`config.mk`:
```
export PLATFORM = sky130hd
export DESIGN_NAME = gcode_line_checksum_parser_unit
export DESIGN_NICKNAME = d
export VERILOG_FILES = /design/src/rtl/core/gclp_pkg.sv /design/src/rtl/core/gclp_step.sv /design/src/rtl/core/gcode_line_checksum_parser_unit.sv
export SDC_FILE = /design/constraint.sdc
export NUM_CORES = 1
export LEC_CHECK = 0
export ABC_AREA = 1
export BUFFER_PORTS_ARGS = -buffer_cell sky130_fd_sc_hd__buf_2
export CAP_MARGIN = 20
export CORE_MARGIN = 8
export CORE_UTILIZATION = 40
export DETAILED_ROUTE_END_ITERATION = 16
export PLACE_DENSITY = 0.61
export SYNTH_ARGS = -nofsm -noshare
export SYNTH_HDL_FRONTEND = slang
export SYNTH_SLANG_ARGS = --single-unit
export TNS_END_PERCENT = 10
```
`constraint.sdc`:
```
create_clock -name clk -period 3.7 [get_ports clk]
set_clock_uncertainty 0.1 [all_clocks]
set_input_delay 0.37 -clock clk [delete_from_list [all_inputs] [get_ports clk]]
set_output_delay 0.37 -clock clk [all_outputs]
set_load 0.02 [all_outputs]
```
`src/rtl/core/gclp_pkg.sv`:
```
// Package for the G-code line checksum parser: types, codes and the line constants.
`timescale 1ns / 1ps
`default_nettype none

package gclp_pkg;

  localparam int LINE_CAPACITY = 256;
  localparam int STORED_W      = $clog2(LINE_CAPACITY + 1);
  localparam int TDATA_W       = 96;
  localparam int CFG_INDEX_W   = 8;

  localparam logic [CFG_INDEX_W-1:0] CFG_CHECKSUM_REQUIRED = 8'd0;
  localparam logic [CFG_INDEX_W-1:0] CFG_AT_TOP_LEVEL      = 8'd1;

  localparam logic [7:0] CH_N_UP   = 8'h4E;
  localparam logic [7:0] CH_N_LO   = 8'h6E;
  localparam logic [7:0] CH_STAR   = 8'h2A;
  localparam logic [7:0] CH_SEMI   = 8'h3B;
  localparam logic [7:0] CH_LPAREN = 8'h28;
  localparam logic [7:0] CH_RPAREN = 8'h29;
  localparam logic [7:0] CH_QUOTE  = 8'h22;
  localparam logic [7:0] CH_SPACE  = 8'h20;
  localparam logic [7:0] CH_TAB    = 8'h09;
  localparam logic [7:0] CH_MINUS  = 8'h2D;
  localparam logic [7:0] CH_DOT    = 8'h2E;
  localparam logic [7:0] CH_G      = 8'h47;
  localparam logic [7:0] CH_M      = 8'h4D;
  localparam logic [7:0] CH_T      = 8'h54;
  localparam logic [7:0] CH_NUL    = 8'h00;
  localparam logic [7:0] CH_LF     = 8'h0A;
  localparam logic [7:0] CH_CR     = 8'h0D;

  // The resend request is reported as M998.
  localparam logic [31:0] RESEND_CODE = 32'd998;

  typedef enum logic [2:0] {
    ST_EMPTY    = 3'd0,
    ST_OVERFLOW = 3'd1,
    ST_DROPPED  = 3'd2,
    ST_MISSING  = 3'd3,
    ST_READY    = 3'd4,
    ST_RESEND   = 3'd5
  } gclp_status_t;

  typedef enum logic [7:0] {
    PH_START   = 8'b0000_0001,
    PH_LINENUM = 8'b0000_0010,
    PH_BLANK   = 8'b0000_0100,
    PH_CODE    = 8'b0000_1000,
    PH_COMMENT = 8'b0001_0000,
    PH_QUOTED  = 8'b0010_0000,
    PH_CSUM    = 8'b0100_0000,
    PH_DISCARD = 8'b1000_0000
  } gclp_parse_t;

  typedef enum logic [6:0] {
    DP_LETTER    = 7'b000_0001,
    DP_SIGN      = 7'b000_0010,
    DP_MINUS     = 7'b000_0100,
    DP_DIGITS    = 7'b000_1000,
    DP_DOT       = 7'b001_0000,
    DP_DONE_NONE = 7'b010_0000,
    DP_DONE_NUM  = 7'b100_0000
  } gclp_decode_t;

  typedef struct packed {
    gclp_parse_t         parse;
    logic [7:0]          csum;
    logic [15:0]         declared;
    logic                had_csum;
    logic [31:0]         line_num;
    logic                had_line;
    logic [STORED_W-1:0] count;
    gclp_decode_t        decode;
    logic [7:0]          letter;
    logic [31:0]         number;
    logic                negative;
    logic signed [4:0]   fraction;
  } gclp_state_t;

  typedef struct packed {
    gclp_status_t        status;
    logic [31:0]         line_number;
    logic                had_line_number;
    logic [7:0]          command_letter;
    logic                has_command_number;
    logic signed [31:0]  command_number;
    logic signed [4:0]   command_fraction;
    logic [STORED_W-1:0] stored_length;
  } gclp_result_t;

  localparam gclp_state_t LINE_INIT = '{
    parse:    PH_START,
    csum:     8'd0,
    declared: 16'd0,
    had_csum: 1'b0,
    line_num: 32'd0,
    had_line: 1'b0,
    count:    '0,
    decode:   DP_LETTER,
    letter:   8'd0,
    number:   32'd0,
    negative: 1'b0,
    fraction: -5'sd1
  };

endpackage

`default_nettype wire

```
`src/rtl/core/gclp_step.sv`:
```
// Per-byte line parser step: next line state and the result on a line end.
`timescale 1ns / 1ps
`default_nettype none

module gclp_step (
  input  wire gclp_pkg::gclp_state_t  st,
  input  wire logic [7:0]             c,
  input  wire logic                   checksum_required,
  input  wire logic                   at_top_level,
  output gclp_pkg::gclp_state_t       st_nxt,
  output logic                        eol,
  output gclp_pkg::gclp_result_t      res
);

  localparam logic [gclp_pkg::STORED_W-1:0] STORED_CAP =
    gclp_pkg::STORED_W'(gclp_pkg::LINE_CAPACITY);

  function automatic logic is_digit(input logic [7:0] b);
    return (b >= 8'h30) && (b <= 8'h39);
  endfunction

  function automatic logic is_blank(input logic [7:0] b);
    return (b == gclp_pkg::CH_SPACE) || (b == gclp_pkg::CH_TAB);
  endfunction

  // acc * 10 + d, clamped at limit; acc*10 is built from two shifts.
  function automatic logic [31:0] mac10_32(input logic [31:0] acc, input logic [7:0] b,
                                           input logic [31:0] limit);
    logic [35:0] p;
    p = {1'b0, acc, 3'b000} + {3'b000, acc, 1'b0} + {32'd0, b[3:0]};
    if (p > {4'd0, limit}) return limit;
    return p[31:0];
  endfunction

  function automatic logic [15:0] mac10_16(input logic [15:0] acc, input logic [7:0] b);
    logic [19:0] p;
    p = {1'b0, acc, 3'b000} + {3'b000, acc, 1'b0} + {16'd0, b[3:0]};
    if (p > 20'h0FFFF) return 16'hFFFF;
    return p[15:0];
  endfunction

  function automatic gclp_pkg::gclp_state_t add_digit(input gclp_pkg::gclp_state_t s,
                                                      input logic [7:0] b);
    gclp_pkg::gclp_state_t r;
    r = s;
    r.number = mac10_32(s.number, b, s.negative ? 32'h8000_0000 : 32'h7FFF_FFFF);
    return r;
  endfunction

  function automatic gclp_pkg::gclp_state_t decode_byte(input gclp_pkg::gclp_state_t s,
                                                        input logic [7:0] b);
    gclp_pkg::gclp_state_t r;
    logic [7:0] up;
    r = s;
    up = ((b >= 8'h61) && (b <= 8'h7A)) ? b - 8'h20 : b;
    case (s.decode)
      gclp_pkg::DP_LETTER: begin
        r.letter = up;
        r.decode = (up == gclp_pkg::CH_G || up == gclp_pkg::CH_M || up == gclp_pkg::CH_T)
                   ? gclp_pkg::DP_SIGN : gclp_pkg::DP_DONE_NONE;
      end
      gclp_pkg::DP_SIGN: begin
        if (b == gclp_pkg::CH_MINUS) begin
          r.negative = 1'b1;
          r.decode   = gclp_pkg::DP_MINUS;
        end else if (is_digit(b)) begin
          r        = add_digit(s, b);
          r.decode = gclp_pkg::DP_DIGITS;
        end else begin
          r.decode = gclp_pkg::DP_DONE_NONE;
        end
      end
      gclp_pkg::DP_MINUS: begin
        if (is_digit(b)) begin
          r        = add_digit(s, b);
          r.decode = gclp_pkg::DP_DIGITS;
        end else begin
          r.decode = gclp_pkg::DP_DONE_NONE;
        end
      end
      gclp_pkg::DP_DIGITS: begin
        if (is_digit(b)) r = add_digit(s, b);
        else r.decode = (b == gclp_pkg::CH_DOT) ? gclp_pkg::DP_DOT : gclp_pkg::DP_DONE_NUM;
      end
      gclp_pkg::DP_DOT: begin
        if (is_digit(b)) r.fraction = $signed({1'b0, b[3:0]});
        r.decode = gclp_pkg::DP_DONE_NUM;
      end
      default: ;
    endcase
    return r;
  endfunction

  logic code;
  logic do_store;
  logic full;
  logic has_num;
  gclp_pkg::gclp_state_t s;

  assign eol  = (c == gclp_pkg::CH_NUL) || (c == gclp_pkg::CH_LF) || (c == gclp_pkg::CH_CR);
  assign full = (st.count >= STORED_CAP);

  always_comb begin
    s        = st;
    code     = 1'b0;
    do_store = 1'b0;
    case (st.parse)
      gclp_pkg::PH_START: begin
        if (c == gclp_pkg::CH_N_UP || c == gclp_pkg::CH_N_LO) begin
          s.had_line = 1'b1;
          s.csum     = st.csum ^ c;
          s.line_num = 32'd0;
          s.parse    = gclp_pkg::PH_LINENUM;
        end else if (is_blank(c)) begin
          s.csum = st.csum ^ c;
        end else begin
          code = 1'b1;
        end
      end
      gclp_pkg::PH_LINENUM: begin
        if (is_digit(c)) begin
          s.csum     = st.csum ^ c;
          s.line_num = mac10_32(st.line_num, c, 32'hFFFF_FFFF);
        end else if (is_blank(c)) begin
          s.csum  = st.csum ^ c;
          s.parse = gclp_pkg::PH_BLANK;
        end else begin
          code = 1'b1;
        end
      end
      gclp_pkg::PH_BLANK: begin
        if (is_blank(c)) s.csum = st.csum ^ c;
        else code = 1'b1;
      end
      gclp_pkg::PH_CODE: code = 1'b1;
      gclp_pkg::PH_COMMENT: begin
        s.csum = st.csum ^ c;
        if (c == gclp_pkg::CH_RPAREN) s.parse = gclp_pkg::PH_CODE;
      end
      gclp_pkg::PH_QUOTED: begin
        do_store = 1'b1;
        if (c == gclp_pkg::CH_QUOTE) s.parse = gclp_pkg::PH_CODE;
      end
      gclp_pkg::PH_CSUM: begin
        if (is_digit(c)) s.declared = mac10_16(st.declared, c);
        else s.parse = gclp_pkg::PH_DISCARD;
      end
      default: ;
    endcase

    // Code bytes from PH_CODE, PH_START, PH_LINENUM and PH_BLANK land here.
    if (code) begin
      s.parse = gclp_pkg::PH_CODE;
      if (c == gclp_pkg::CH_STAR) begin
        s.declared = 16'd0;
        s.had_csum = 1'b1;
        s.parse    = gclp_pkg::PH_CSUM;
      end else if (c == gclp_pkg::CH_SEMI) begin
        s.parse = gclp_pkg::PH_DISCARD;
      end else if (c == gclp_pkg::CH_LPAREN) begin
        s.csum  = s.csum ^ c;
        s.parse = gclp_pkg::PH_COMMENT;
      end else begin
        do_store = 1'b1;
        if (c == gclp_pkg::CH_QUOTE) s.parse = gclp_pkg::PH_QUOTED;
      end
    end

    if (do_store) begin
      s.csum = s.csum ^ c;
      if (!full) begin
        s.count = s.count + gclp_pkg::STORED_W'(1);
        s       = decode_byte(s, c);
      end
    end

    st_nxt = eol ? gclp_pkg::LINE_INIT : s;
  end

  always_comb begin
    has_num = (st.decode == gclp_pkg::DP_DIGITS) || (st.decode == gclp_pkg::DP_DOT) ||
              (st.decode == gclp_pkg::DP_DONE_NUM);

    if (st.count == '0) res.status = gclp_pkg::ST_EMPTY;
    else if (full) res.status = gclp_pkg::ST_OVERFLOW;
    else if (st.had_csum && ({8'd0, st.csum} != st.declared))
      res.status = st.had_line ? gclp_pkg::ST_RESEND : gclp_pkg::ST_DROPPED;
    else if (checksum_required && !st.had_csum && at_top_level)
      res.status = gclp_pkg::ST_MISSING;
    else res.status = gclp_pkg::ST_READY;

    res.line_number        = st.line_num;
    res.had_line_number    = st.had_line;
    res.stored_length      = st.count;
    res.command_letter     = 8'd0;
    res.has_command_number = 1'b0;
    res.command_number     = -32'sd1;
    res.command_fraction   = -5'sd1;

    if (res.status == gclp_pkg::ST_RESEND) begin
      res.command_letter     = gclp_pkg::CH_M;
      res.has_command_number = 1'b1;
      res.command_number     = $signed(gclp_pkg::RESEND_CODE);
    end else if (res.status == gclp_pkg::ST_READY) begin
      res.command_letter = st.letter;
      if (has_num) begin
        res.has_command_number = 1'b1;
        res.command_number     = $signed(st.negative ? (32'd0 - st.number) : st.number);
        res.command_fraction   = st.fraction;
      end
    end
  end

endmodule

`default_nettype wire

```
`src/rtl/core/gcode_line_checksum_parser_unit.sv`:
```
// Top level of the G-code line checksum parser: input register, line state, result register.
//
// Usage: characters enter one per transfer on the in_ channel (in_tdata is the byte).
// Each byte is captured in an input register and from there updates the line
// state (checksum, line number, command decode). Only a NUL, CR or LF byte produces a
// result; it is written to the output register and shown on the out_ channel, with
// out_tvalid driven by that output register.
// Throughput is one byte per cycle while no line end waits on a pending result; the state update is the limit.
// When the receiver stalls with a result waiting, ordinary bytes keep flowing into
// the line state; only a second line end waits in the input register until the
// pending result is taken. Configuration is written through cfg_wr_en, cfg_index
// and cfg_wdata: index 0 is checksum_required, index 1 is at_top_level, other
// indexes are ignored. Writes are meant for an idle block.
// Reset (rst_n low, synchronous) empties both registers, clears the line state and
// sets checksum_required to 0 and at_top_level to 1.
`timescale 1ns / 1ps
`default_nettype none

module gcode_line_checksum_parser_unit (
  input  wire logic                                clk,
  input  wire logic                                rst_n,
  input  wire logic                                in_tvalid,
  output logic                                     in_tready,
  input  wire logic [7:0]                          in_tdata,  // [7:0] in_byte
  output logic                                     out_tvalid,
  input  wire logic                                out_tready,
  // [2:0] status, [34:3] line_number, [35] had_line_number, [43:36] command_letter,
  // [44] has_command_number, [76:45] command_number, [81:77] command_fraction,
  // [90:82] stored_length, [95:91] zero
  output logic [gclp_pkg::TDATA_W-1:0]             out_tdata,
  input  wire logic                                cfg_wr_en,
  input  wire logic [gclp_pkg::CFG_INDEX_W-1:0]    cfg_index,
  input  wire logic                                cfg_wdata
);

  logic                   in_valid_r;
  logic [7:0]             in_byte_r;
  gclp_pkg::gclp_state_t  state_r;
  gclp_pkg::gclp_state_t  state_nxt;
  gclp_pkg::gclp_result_t res;
  logic                   eol;
  logic                   advance;
  logic                   out_valid_r;
  gclp_pkg::gclp_result_t out_res_r;
  logic                   csum_req_r;
  logic                   top_level_r;

  gclp_step u_step (
    .st                (state_r),
    .c                 (in_byte_r),
    .checksum_required (csum_req_r),
    .at_top_level      (top_level_r),
    .st_nxt            (state_nxt),
    .eol               (eol),
    .res               (res)
  );

  // A line end may only move on when the result register is free or being emptied.
  assign advance   = in_valid_r && (!eol || !out_valid_r || out_tready);
  assign in_tready = !in_valid_r || advance;

  always_ff @(posedge clk) begin
    if (!rst_n) begin
      in_valid_r  <= 1'b0;
      out_valid_r <= 1'b0;
      state_r     <= gclp_pkg::LINE_INIT;
      csum_req_r  <= 1'b0;
      top_level_r <= 1'b1;
    end else begin
      if (in_tready) in_valid_r <= in_tvalid;
      if (advance) state_r <= state_nxt;
      if (advance && eol) out_valid_r <= 1'b1;
      else if (out_tready) out_valid_r <= 1'b0;
      if (cfg_wr_en) begin
        case (cfg_index)
          gclp_pkg::CFG_CHECKSUM_REQUIRED: csum_req_r  <= cfg_wdata;
          gclp_pkg::CFG_AT_TOP_LEVEL:      top_level_r <= cfg_wdata;
          default: ;
        endcase
      end
    end
  end

  always_ff @(posedge clk) begin
    if (in_tready && in_tvalid) in_byte_r <= in_tdata;
    if (advance && eol) out_res_r <= res;
  end

  assign out_tvalid = out_valid_r;
  assign out_tdata  = {5'd0,
                       out_res_r.stored_length,
                       out_res_r.command_fraction,
                       out_res_r.command_number,
                       out_res_r.has_command_number,
                       out_res_r.command_letter,
                       out_res_r.had_line_number,
                       out_res_r.line_number,
                       out_res_r.status};

endmodule

`default_nettype wire
```
Word level (Yosys, flattened, before mapping)

Index checks and enable logic that the tools add are counted.

$lt $le $gt $ge: 8
Bitwise logic cells: 5
Multiplexer cells: 92
Reduce and logical (&&, ||, !) cells: 45
$add $sub $neg: 9
Equal/unequal tests: 42

Operators by type and width:

| cell                                                 | number |
|---|---|
| two-way mux 32 bit                                   | 10 |
| two-way mux 38 bit                                   | 4 |
| two-way mux 128 bit                                  | 1 |
| two-way mux 120 bit                                  | 1 |
| two-way mux 8 bit                                    | 14 |
| one-hot mux 33 bit (3 select lines)                  | 1 |
| two-way mux 16 bit                                   | 5 |
| adder 35 x 33 -> 36 bit                              | 2 |
| adder 36 x 4 -> 36 bit                               | 2 |
| equality test 8 x 6 -> 1 bit, second input constant  | 9 |
| two-way mux 33 bit                                   | 2 |
| one-hot mux 32 bit (2 select lines)                  | 1 |
| one-hot mux 8 bit (4 select lines)                   | 2 |
| two-way mux 62 bit                                   | 1 |
| equality test 8 x 7 -> 1 bit, second input constant  | 6 |
| two-way mux 45 bit                                   | 1 |
| one-hot mux 8 bit (5 select lines)                   | 1 |
| > comparator 36 x 32 -> 1 bit                        | 1 |
| > comparator 36 x 32 -> 1 bit, second input constant | 1 |
| one-hot mux 7 bit (5 select lines)                   | 1 |
| equality test 8 x 4 -> 1 bit, second input constant  | 4 |
| subtractor 1 x 32 -> 32 bit, first input constant    | 1 |
| two-way mux 1 bit                                    | 30 |
| two-way mux 6 bit                                    | 4 |
| other kinds (48)                                     | 96 |

Bits in registers: 231
Output and inout port bits: 98
Logic and storage cells: 228
Bits of input ports: 22

Longest topological paths before layout

Gate-level depths: netlist of the first run.

Word-level depth: 16
Gate-level depth with buffers: 29
Mapped depth without buffers: 28

Cells and area by module

Synthesis of the first run repeated with hierarchy kept, for this count alone.

Cell total of the unflattened synthesis: 3182
Area, all modules: 21092.7 um^2

By module, submodules not included:

| module                          | seq. area each (um^2) | cells an instance | area an instance (um^2) | instances |
|---|---|---|---|---|
| gclp_step                       | 0.0                   | 2482              | 13237.7                 | 1 |
| gcode_line_checksum_parser_unit | 5615.4                | 700               | 7855.0                  | 1 |

Least setup slack after synthesis of the first run

Ideal clock, no wire load.

Kind: flip-flop to flip-flop
From: register in_byte_r[3]
To: register state_r[14] (netlist bit)
Buffers on the path: 1
Cell stages (with the launch flop): 26
Setup slack: -341 ps
Data arrival time: 3798 ps
Library setup time: 143 ps
Data required time: 3457 ps
Cell sequence: edfxtp_1 -> fa_1 -> fa_1 -> nand3_1 -> nand3_1 -> nand2_1 -> nand2_1 -> nand2_1 -> nand2_1 -> a21oi_1 -> xor2_1 -> inv_1 -> ha_1 -> nand2_1 -> inv_1 -> nand3_1 -> a31oi_1 -> nor2_1 -> nand2_1 -> nand2_1 -> nand2_1 -> nand2_1 -> clkbuf_1 -> nand4_1 -> nand3_2 -> a21oi_2

Word-level cells in the longest chain between the ends: 15
Elaborated cells on any way between the ends: 63
Classes of those cells: add/sub: 1; order compare: 3; eq/ne: 15; mux: 31; reduce/logical: 13

RTL lines:

| what                                | RTL line                                          | text |
|---|---|---|
| start, declared                     | gcode_line_checksum_parser_unit.sv:37             | `logic [7:0] in_byte_r;` |
| start signal, assigned              | gcode_line_checksum_parser_unit.sv:85             | `if (in_tready && in_tvalid) in_byte_r <= in_tdata;` |
| adder 36 x 4 -> 36 bit              | gclp_step.sv:30                                   | `p = {1'b0, acc, 3'b000} + {3'b000, acc, 1'b0} + {32'd0, b[3:0]};` |
| > comparator 36 x 32 -> 1 bit       | gclp_step.sv:31                                   | `if (p > {4'd0, limit}) return limit;` |
| two-way mux 1 bit                   | gclp_step.sv:31                                   |  |
| two-way mux 1 bit                   | gclp_step.sv:66, gclp_step.sv:74, gclp_step.sv:82 |  |
| two-way mux 1 bit                   | gclp_step.sv:63                                   | `if (b == gclp_pkg::CH_MINUS) begin` |
| two-way mux 1 bit                   | gclp_step.sv:56                                   | `case (s.decode)` |
| two-way mux 1 bit                   | gclp_step.sv:171                                  | `if (!full) begin` |
| two-way mux 1 bit                   | gclp_step.sv:169                                  | `if (do_store) begin` |
| two-way mux 32 bit                  | gclp_step.sv:32                                   | `return p[31:0];` |
| two-way mux 38 bit                  | gclp_step.sv:66                                   | `end else if (is_digit(b)) begin` |
| two-way mux 32 bit                  | gclp_step.sv:63                                   |  |
| one-hot mux 33 bit (3 select lines) | gclp_step.sv:56                                   |  |
| two-way mux 62 bit                  | gclp_step.sv:171                                  |  |
| two-way mux 120 bit                 | gclp_step.sv:169                                  |  |
| two-way mux 128 bit                 | gclp_step.sv:177                                  | `st_nxt = eol ? gclp_pkg::LINE_INIT : s;` |
| end signal, assigned                | gcode_line_checksum_parser_unit.sv:66             | `state_r <= gclp_pkg::LINE_INIT;` |
| end signal, assigned                | gcode_line_checksum_parser_unit.sv:71             | `if (advance) state_r <= state_nxt;` |
| end, declared                       | gcode_line_checksum_parser_unit.sv:38             | `gclp_pkg::gclp_state_t state_r;` |

Several ways; a longest one is shown, not always the timed one. The select of a mux whose other input is x is not followed.
A chain may end at the register's enable or synchronous reset.

Final worst setup path of the first run

From: register in_byte_r[3]
To: register state_r[11] (netlist bit)

The elaborated chain is that of the path after synthesis.

==> run summary, run 1 <==
VDD IR max -> 0.374 mV
layout net count -> 3,076
Final WS setup -> -0.313 ns
initial DRC count -> 1,297
ys async rst share -> 0
violated checks -> negative setup slack
Synth top area share -> 0.161
Mapped Area -> 18,500 um2
IO Pins -> 120
CP Cell Sequence -> fa_1 > fa_2 > nand4_1 > nand3b_1 > nand3_2 > nand3b_1 > xor2_2 > inv_1 > ha_1 > nand4_1 > a31oi_1 > nor2_1 > nand2_1 > nand2_1 > nand2_1 > nand2_2 > buf_6 > clkbuf_16 > nand4_1 > nand3_2 > a21oi_2
WHS -> 0.0314 ns
Final min period -> 4.01 ns
core area -> 45,500 um2
row count -> 78
most instantiated library cell after synthesis -> nand2_1
#FFs+latches synth -> 231
max_cap viols -> 0
Routed Wire Length -> 58,900 um
H-tree depth -> 1
status -> finished, violations left
DRC -> 0
die width -> 231 um
number of synthesized flops with an enable pin -> 99
Ant. Diodes -> 0
fin area -> 22,600 um2
slowest library cell on the worst path -> fa_1
post-synth cell types -> 56
placed cell area -> 21,000 um2
Tot Pwr -> 6230 uW
Total Die Area -> 53,300 um2
Final Wtd Congestion -> 0.955
antenna-violating nets left -> 0
CP Launch Type -> flip-flop
antenna violations before repair -> 0
clk_lat worst skew -> 0.56 ns
Yosys top cell by area -> edfxtp_1
Final Core Density -> 0.496
ys flop type -> dfxtp_1
1st-pass router iterations -> 5
layout cells sized above 1 -> 0.198
initial core utilization -> 0.406
largest delay contributor family on the critical path -> simple AND/OR/NAND/NOR gates
PD cells -> 276 nW/um2
CTS tree -> built
Buf/Inv on CP -> 3
Setup CP Type -> reg2reg
post-synthesis sequential area ratio -> 0.304
total track usage -> 0.212
Max Fclk -> 249 MHz
Cells after Synth -> 2,553
Via density -> 5.23
TritonCTS buffer count -> 27
CP endpoint kind -> flip-flop
die height -> 231 um
RSZ-0062 raised after global routing -> true
Layout fillers -> 4,562
GR Overflow Total -> 0
via count -> 18,151
Slew headroom -> 0.383
crit-path max FO -> 8
count of pins over their slew limit -> 0
Synth Area per Inst -> 7.23 um2
Bufs on Longest Clock Path -> 3
clock transition at the registers of the reported paths -> 0.06 ns
vias in the first global route -> 17,636
Slew @ Worst Pin -> 0.925 ns
critical path data arrival time -> 4.39 ns
placed wire-length estimate -> 46,200 um
largest net degree at the start of global routing -> 76
WL/cell -> 17.0 um
root buf cell -> clkbuf_16
P_leak -> 0.0108 uW
critical path required time -> 4.08 ns
Final setup viols -> 32
Synth top cells by count -> 609 x nand2_1, 272 x inv_1, 244 x nor2_1, 228 x a21oi_1, 194 x ha_1
global-route wire length before repair -> 93,600 um
ranking of synthesized cells by area -> edfxtp_1 16%, dfxtp_1 14%, ha_1 13%, nand2_1 12%, a21oi_1 6.2%
Sink Count -> 231
Synth Warn # -> 0
Hold Fails Final Rpt -> 0
Synth-to-Final Area Change -> 22.3%
port bufs -> 114
CP max stage delay -> 0.55 ns
fin crit share -> 1.08
Worst Hold Class -> in2reg
[routing by layer]
| layer | GRT usage | vias to the layer above | part of all wire |
|---|---|---|---|
| li1 | - | 9207 | - |
| met4 | 0.0582 | 0 | 0.026 |
| met5 | 0 | - | 0 |
| met3 | 0.0271 | 95 | 0.054 |
| met2 | 0.350 | 460 | 0.46 |
| met1 | 0.290 | 8389 | 0.46 |
[worst min-delay path, delay by kind of cell]
family | cells | cell delay, ns
AOI/OAI and AO/OA | 1 | 0.12
and+or+nand+nor | 1 | 0.08
buffers and inverters | 1 | 0.08
[per-stage QoR]
stage | TNS, ns | setup WS (ns) | cells
3_3_place_gp | -10.87 | -0.385 | 3395
4_1_cts | -8.56 | -0.306 | 3464
2_1_floorplan | -7.35 | -0.0706 | 2557
5_1_grt | -17.20 | -0.560 | 3473
3_5_place_dp | -14.86 | -0.495 | 3395
6_report | -8.89 | -0.313 | 3473
[power breakdown]
group | internal [uW] | total, uW | switching (uW) | leakage (uW)
clock network | 1550 | 2640 | 1090 | 0.000419
logic | 242 | 811 | 569 | 0.00849
registers | 2720 | 2780 | 65.6 | 0.00193
total | 4500 | 6230 | 1730 | 0.0108
[cell families after synthesis]
| group | synth area share |
|---|---|
| xor gates and xnor gates | 0.0422 |
| buffers and inverters | 0.0799 |
| and+or+nand+nor | 0.296 |
| adders and majority gates | 0.138 |
| DFF | 0.304 |
| other | 0.000203 |
| AOI/OAI and AO/OA | 0.139 |
[final cells by class]
type	count	area (um2)	share of cell area
repair buffers	341	2490	0.110
well taps	600	751	0.0333
clock buffers	36	709	0.0314
inverters	291	1100	0.0487
flip-flops and latches	231	5630	0.250
multi-input cells	1962	11700	0.521
clock inverters	12	138	0.00610
[registers in the layout, summed over array words and instances, names as in the netlist]
signal and count:
in_valid_r 1, in_byte_r 8, csum_req_r 1, out_tdata 91, out_tvalid 1, top_level_r 1, state_r 128
[path summary, 6_finish.rpt]
path,endpoint,cells past startpoint,from,slack (ns)
min reg2reg,state_r[43]$_SDFFE_PN0P_,2,state_r[43]$_SDFFE_PN0P_,0.35
max reg2reg,state_r[11]$_SDFFE_PN0P_,21,in_byte_r[3]$_DFFE_PP_,-0.31
max,state_r[11]$_SDFFE_PN0P_,21,in_byte_r[3]$_DFFE_PP_,-0.31
min,in_valid_r$_SDFFE_PN0N_,3,in_tvalid,0.03
[cell usage in the layout, fill, tap and decap left out, types with 29 or more instances in the layout]
master     netlist  layout
a21oi_1        228     223
ha_1           194     184
inv_1          272     269
nand3_1        163     156
buf_2           24     114
nor2_1         244     240
xor2_1          55      47
clkbuf_16        0      30
dfxtp_1        132     121
nand3_2         35      41
buf_4            9     202
xnor2_1         34      30
nand2_1        609     593
o21ai_0        110     108
a21oi_2         30      35
nand4_1         65      65
nor3_1          29      29
edfxtp_1        99      99
[timing repair]
action | in CTS | in global routing
hold endpoints to repair | 10 | 0
endpoints found under the setup margin | 62 | 80
cloned | 2 | 3
gates resized for setup | 38 | 37
setup buffers | 9 | 6
pin swaps | 16 | 43
hold buffers | 10 | 0
No activity file was read; power rests on OpenSTA's default activity.
==> run 2: changes to the inputs <==
Settings changed: PLACE_DENSITY 0.61 to unset.
==> run 2 against run 1 <==
- the flow still finishes with violations (negative setup slack)
- first-iteration DRC count rose by 18%
- hold slack better by 0.0077 ns
- global-route usage up 0.55 points
- final cell count grew 0.29%
- register-to-register slack got worse by 0.05 ns
- count of clock-buffer cells in the layout is 7 lower
- via count increased by 1.3%
- sequential power hardly changed
- largest cell class unchanged
==> run summary, run 2 (synthesis gave the netlist of run 1 again) <==
CP max stage delay -> 0.49 ns
Slew headroom -> 0.543
Ant. Diodes -> 0
PD cells -> 279 nW/um2
Via density -> 5.28
placed wire-length estimate -> 47,600 um
pre-CTS setup slack -> -0.400 ns
hold_sp -> out_tready
Setup CP Type -> reg2reg
vias in the first global route -> 17,762
1st-pass router iterations -> 6
critical path data arrival time -> 4.38 ns
Max Fclk -> 246 MHz
antenna violations before repair -> 0
layout cells sized above 1 -> 0.211
DRC -> 0
CP Cell Sequence -> fa_2 > fa_2 > buf_6 > nand4_1 > nand3b_1 > buf_6 > nand3_2 > nand3b_1 > xor2_2 > inv_1 > ha_1 > nand4_1 > a31oi_1 > nor2_1 > nand2_1 > nand2_1 > nand2_1 > nand2_2 > nand3_4 > nand2_4 > buf_12 > buf_12 > nand3_2 > a21oi_2
Top reg by flops -> state_r
die width -> 231 um
critical path's most frequent cell -> nand2_1
global-route wire length before repair -> 95,800 um
Bufs on Longest Clock Path -> 3
CP Launch Type -> flip-flop
worst reg2reg path depth -> 24
CP endpoint kind -> flip-flop
fin crit share -> 1.10
Final WS setup -> -0.366 ns
Reg-to-Reg Start -> in_byte_r[3]$_DFFE_PP_
Slew @ Worst Pin -> 0.686 ns
count of pins over their slew limit -> 0
Hold Path Depth -> 4
commonest non-fill, non-tap cell in the layout -> nand2_1
Sink Count -> 231
clock transition at the registers of the reported paths -> 0.06 ns
core area -> 45,500 um2
crit-path max FO -> 8
critical path required time -> 4.02 ns
slowest library cell on the worst path -> fa_2
largest delay contributor family on the critical path -> adder cells
Final Wtd Congestion -> 0.995
root buf cell -> clkbuf_16
Final min period -> 4.07 ns
P_leak -> 0.0109 uW
Tot Pwr -> 6370 uW
H-tree depth -> 1
max_cap viols -> 0
IO Pins -> 120
commonest cells after routing, fill and taps aside -> 585 x nand2_1, 267 x inv_1, 237 x nor2_1, 219 x a21oi_1, 206 x buf_4
Total Die Area -> 53,300 um2
Largest register FFs -> 128
WL/cell -> 17.3 um
Hold Fails Final Rpt -> 0
antenna-violating nets left -> 0
violated checks -> negative setup slack
initial DRC count -> 1,526
status -> finished, violations left
Routed Wire Length -> 60,400 um
reg2reg setup slack -> -0.37 ns
Hold Path End -> out_tvalid$_SDFFE_PN0P_
total track usage -> 0.218
row count -> 78
GR Overflow Total -> 0
TritonCTS buffer count -> 27
via count -> 18,396
layout net count -> 3,085
clk_lat worst skew -> 0.57 ns
setup TNS -> -10.78 ns
Synth-to-Final Area Change -> 23.6%
VDD IR max -> 0.273 mV
worst r2r dst -> state_r[36]$_SDFFE_PN0P_
die height -> 231 um
Worst Hold Class -> in2reg
CTS tree -> built
Buf/Inv on CP -> 5
Final setup viols -> 32
WHS -> 0.0391 ns
largest net degree at the start of global routing -> 63
port bufs -> 114
initial core utilization -> 0.406
RSZ-0062 raised after global routing -> true
run 2: changes by cell type in the layout (fill, tap and decap cells not counted), moves of 4 or more:
cell / before / now
nand2_1: 593 / 585
clkbuf_1: 9 / 2
nand2_2: 22 / 29
clkinvlp_4: 0 / 5
nand3_1: 156 / 151
a21oi_1: 223 / 219
buf_4: 202 / 206
buf_6: 3 / 7
run 2: how the worst max path moves through the flow:
| stage | cells past startpoint | end | startpoint | slack, ns |
|---|---|---|---|---|
| after global routing | 27 | state_r[36]$_SDFFE_PN0P_ | in_byte_r[3]$_DFFE_PP_ | -0.61 |
| after floorplan | 29 | state_r[7]$_SDFFE_PN0P_ | in_byte_r[3]$_DFFE_PP_ | -0.07 |
| after detailed placement | 22 | state_r[6]$_SDFFE_PN0P_ | state_r[28]$_SDFFE_PN0P_ | -0.40 |
| after global placement | 22 | state_r[6]$_SDFFE_PN0P_ | state_r[28]$_SDFFE_PN0P_ | -0.36 |
| after CTS | 30 | state_r[23]$_SDFFE_PN0P_ | in_byte_r[3]$_DFFE_PP_ | -0.31 |
| final | 24 | state_r[36]$_SDFFE_PN0P_ | in_byte_r[3]$_DFFE_PP_ | -0.37 |
run 2: layer usage:
layer | part of all wire | global-route usage | vias to the layer above
li1 | - | - | 9228
met1 | 0.47 | 0.300 | 8700
met2 | 0.46 | 0.362 | 408
met3 | 0.049 | 0.0248 | 60
met4 | 0.019 | 0.0499 | 0
met5 | 0 | 0 | -
run 2: metrics by stage:
stage / utilization / instance area, um2 / cells
detailed placement: 0.464 / 21100 / 3401
floorplan: - / 18500 / 2557
CTS: 0.495 / 22500 / 3478
global placement: 0.464 / 21100 / 3401
finish: 0.501 / 22800 / 3483
global route: 0.501 / 22800 / 3483
run 2: power breakdown:
| group | internal, uW | switching, uW | total [uW] | leakage (uW) |
|---|---|---|---|---|
| registers | 2720 | 68.6 | 2780 | 0.00193 |
| logic | 244 | 583 | 827 | 0.00858 |
| clock network | 1620 | 1140 | 2760 | 0.000428 |
| total | 4580 | 1790 | 6370 | 0.0109 |
run 2: what timing repair did:
action,4_1_cts,5_1_grt
gates cloned,2,1
pin swaps,32,27
hold buffers,10,0
gates resized for setup,42,66
endpoints found under the setup margin,35,80
setup buffers,16,4
hold endpoints to repair,10,0
run 2: worst reg2reg max path, delay by kind of cell, from the launching register on:
kind,cells,cell delay (ns)
flops,1,0.42
buf+inv,5,0.68
xor+xnor,1,0.20
fa+ha+maj,3,1.20
compound gates,2,0.25
simple gates,13,1.08
run 2: cell type report:
class	instances	area [um2]
fillers	4526	22700
multi-input cells	1962	11800
flip-flops and latches	231	5630
repair buffers	350	2580
inverters	291	1100
well taps	600	751
clock buffers	29	683
clock inverters	20	218
==> run 3: changes to the inputs <==
Clock period 3.7 ns to 3.4 ns, I/O delays scaled along.
==> run 3 against run 2 <==
- the run still ends with negative setup slack left
- worst setup slack worse by 0.19 ns
- wire length up 0.13%
- maximum frequency up 2.7%
- critical endpoint is now state_r[30]$_SDFFE_PN0P_
==> run summary, run 3 (synthesis gave the netlist of run 1 again) <==
commonest cells after routing, fill and taps aside -> 579 x nand2_1, 266 x inv_1, 257 x buf_4, 236 x nor2_1, 217 x a21oi_1
clock transition at the registers of the reported paths -> 0.06 ns
Final setup viols -> 32
critical path data arrival time -> 4.28 ns
die height -> 231 um
vias in the first global route -> 18,084
die width -> 231 um
Via density -> 5.21
Largest register FFs -> 128
Slew @ Worst Pin -> 0.826 ns
Slew headroom -> 0.449
total track usage -> 0.218
fin area -> 23,300 um2
max_cap viols -> 0
VDD IR max -> 0.356 mV
Layout fillers -> 4,465
Synth-to-Final Area Change -> 26.3%
status -> finished, violations left
Bufs on Longest Clock Path -> 3
antenna violations before repair -> 1
Sink Count -> 231
Clock power frac -> 0.435
CTS tree -> built
Setup CP Type -> reg2reg
RSZ-0062 raised after global routing -> true
clk_lat worst skew -> 0.56 ns
PD cells -> 299 nW/um2
placed wire-length estimate -> 47,600 um
Final Wtd Congestion -> 0.937
initial DRC count -> 1,397
layout cells sized above 1 -> 0.230
Max Fclk -> 253 MHz
critical path required time -> 3.73 ns
TritonCTS buffer count -> 27
Routed Wire Length -> 60,400 um
P_leak -> 0.0112 uW
core area -> 45,500 um2
antenna-violating nets left -> 0
WHS -> 0.0333 ns
root buf cell -> clkbuf_16
setup TNS -> -17.13 ns
switch share -> 0.275
Final min period -> 3.96 ns
fin crit share -> 1.16
WL/cell -> 17.1 um
Ant. Diodes -> 0
IO Pins -> 120
Total Die Area -> 53,300 um2
crit-path max FO -> 6
CP endpoint kind -> flip-flop
Sequential Power Share -> 0.434
placed cell area -> 21,400 um2
Final WS setup -> -0.558 ns
global-route wire length before repair -> 95,500 um
CP Launch Type -> flip-flop
port bufs -> 114
DRC -> 0
violated checks -> negative setup slack
1st-pass router iterations -> 5
Pint -> 5050 uW
GR Overflow Total -> 0
row count -> 78
Top reg by flops -> state_r
Worst Hold Class -> in2reg
Hold Fails Final Rpt -> 0
largest net degree at the start of global routing -> 65
via count -> 18,414
Psw -> 1920 uW
commonest non-fill, non-tap cell in the layout -> nand2_1
Comb pwr share -> 0.131
H-tree depth -> 1
initial core utilization -> 0.406
layout net count -> 3,136
count of pins over their slew limit -> 0
run 3: cell count changes in the layout (fill, tap and decap cells not counted), moves of 4 or more:
cell	before	now
buf_4	206	257
clkbuf_1	2	7
clkinvlp_4	5	1
nand2_1	585	579
xor2_1	48	43
xor2_2	7	11
run 3: final cells by class:
class                      instances  area (um2)  share of cell area
multi-input combinational       1962       12000               0.514
timing repair buffer             401        2940               0.126
sequential                       231        5630               0.242
clock inverter                    12         165             0.00709
tap                              600         751              0.0322
clock buffer                      37         743              0.0319
inverter                         291        1100              0.0472
run 3: worst max-delay path, cell delays in order (launching register included):
cell and delay, ns:
edfxtp_1 0.41, fa_2 0.50, fa_2 0.42, buf_6 0.13, nand4_1 0.07, nand3b_1 0.15
buf_4 0.19, xor2_4 0.15, ha_1 0.28, nand2_1 0.06, inv_1 0.07, nand2_2 0.06
nor2_2 0.11, nand2_1 0.08, nand3_2 0.07, nand2_1 0.06, nand2_1 0.08, nand2_1 0.05
nand2_1 0.06, nand2_1 0.05, nand2_1 0.07, nand2_2 0.09, nand3_4 0.11, nand2_8 0.10
clkbuf_16 0.21, nand3_2 0.06, a21oi_2 0.05
run 3: path summary, 6_finish.rpt:
kind | from | slack, ns | depth (start not counted) | to
worst min register to register | state_r[41]$_SDFFE_PN0P_ | 0.37 | 2 | state_r[41]$_SDFFE_PN0P_
worst min-delay path | cfg_index[0] | 0.03 | 4 | top_level_r$_SDFFE_PN1P_
worst max register to register | in_byte_r[3]$_DFFE_PP_ | -0.56 | 26 | state_r[30]$_SDFFE_PN0P_
worst max-delay path | in_byte_r[3]$_DFFE_PP_ | -0.56 | 26 | state_r[30]$_SDFFE_PN0P_
run 3: per-layer routing:
metal	vias to the layer above	GRT usage	share of wire
met4	0	0.0679	0.030
met2	440	0.360	0.45
met1	8579	0.296	0.46
met5	-	0	0
li1	9295	-	-
met3	100	0.0260	0.051
run 3: power by group through the flow:
stage                     registers [uW]  clock network (uW)  logic (uW)
final                               3030                3030         912
after floorplan                     3060                   0         616
after global routing                3030                3180        1000
after detailed placement            3080                   0         883
after global placement              3080                   0         873
after CTS                           3020                3090         901
run 3: through the flow:
stage	setup WS, ns	util	power, uW	cells
4_1_cts	-0.544	0.506	7010	3531
2_1_floorplan	-0.371	-	3680	2557
3_5_place_dp	-0.698	0.471	3970	3441
3_3_place_gp	-0.591	0.471	3950	3441
6_report	-0.558	0.512	6970	3534
5_1_grt	-0.785	0.512	7220	3534
run 3: repair_timing:
item,in CTS,in global routing
gates cloned,1,1
hold buffers,13,0
endpoints found under the setup margin,65,80
buffers inserted,27,2
resized for setup,70,65
pin swaps,38,13
hold endpoints to repair,12,0
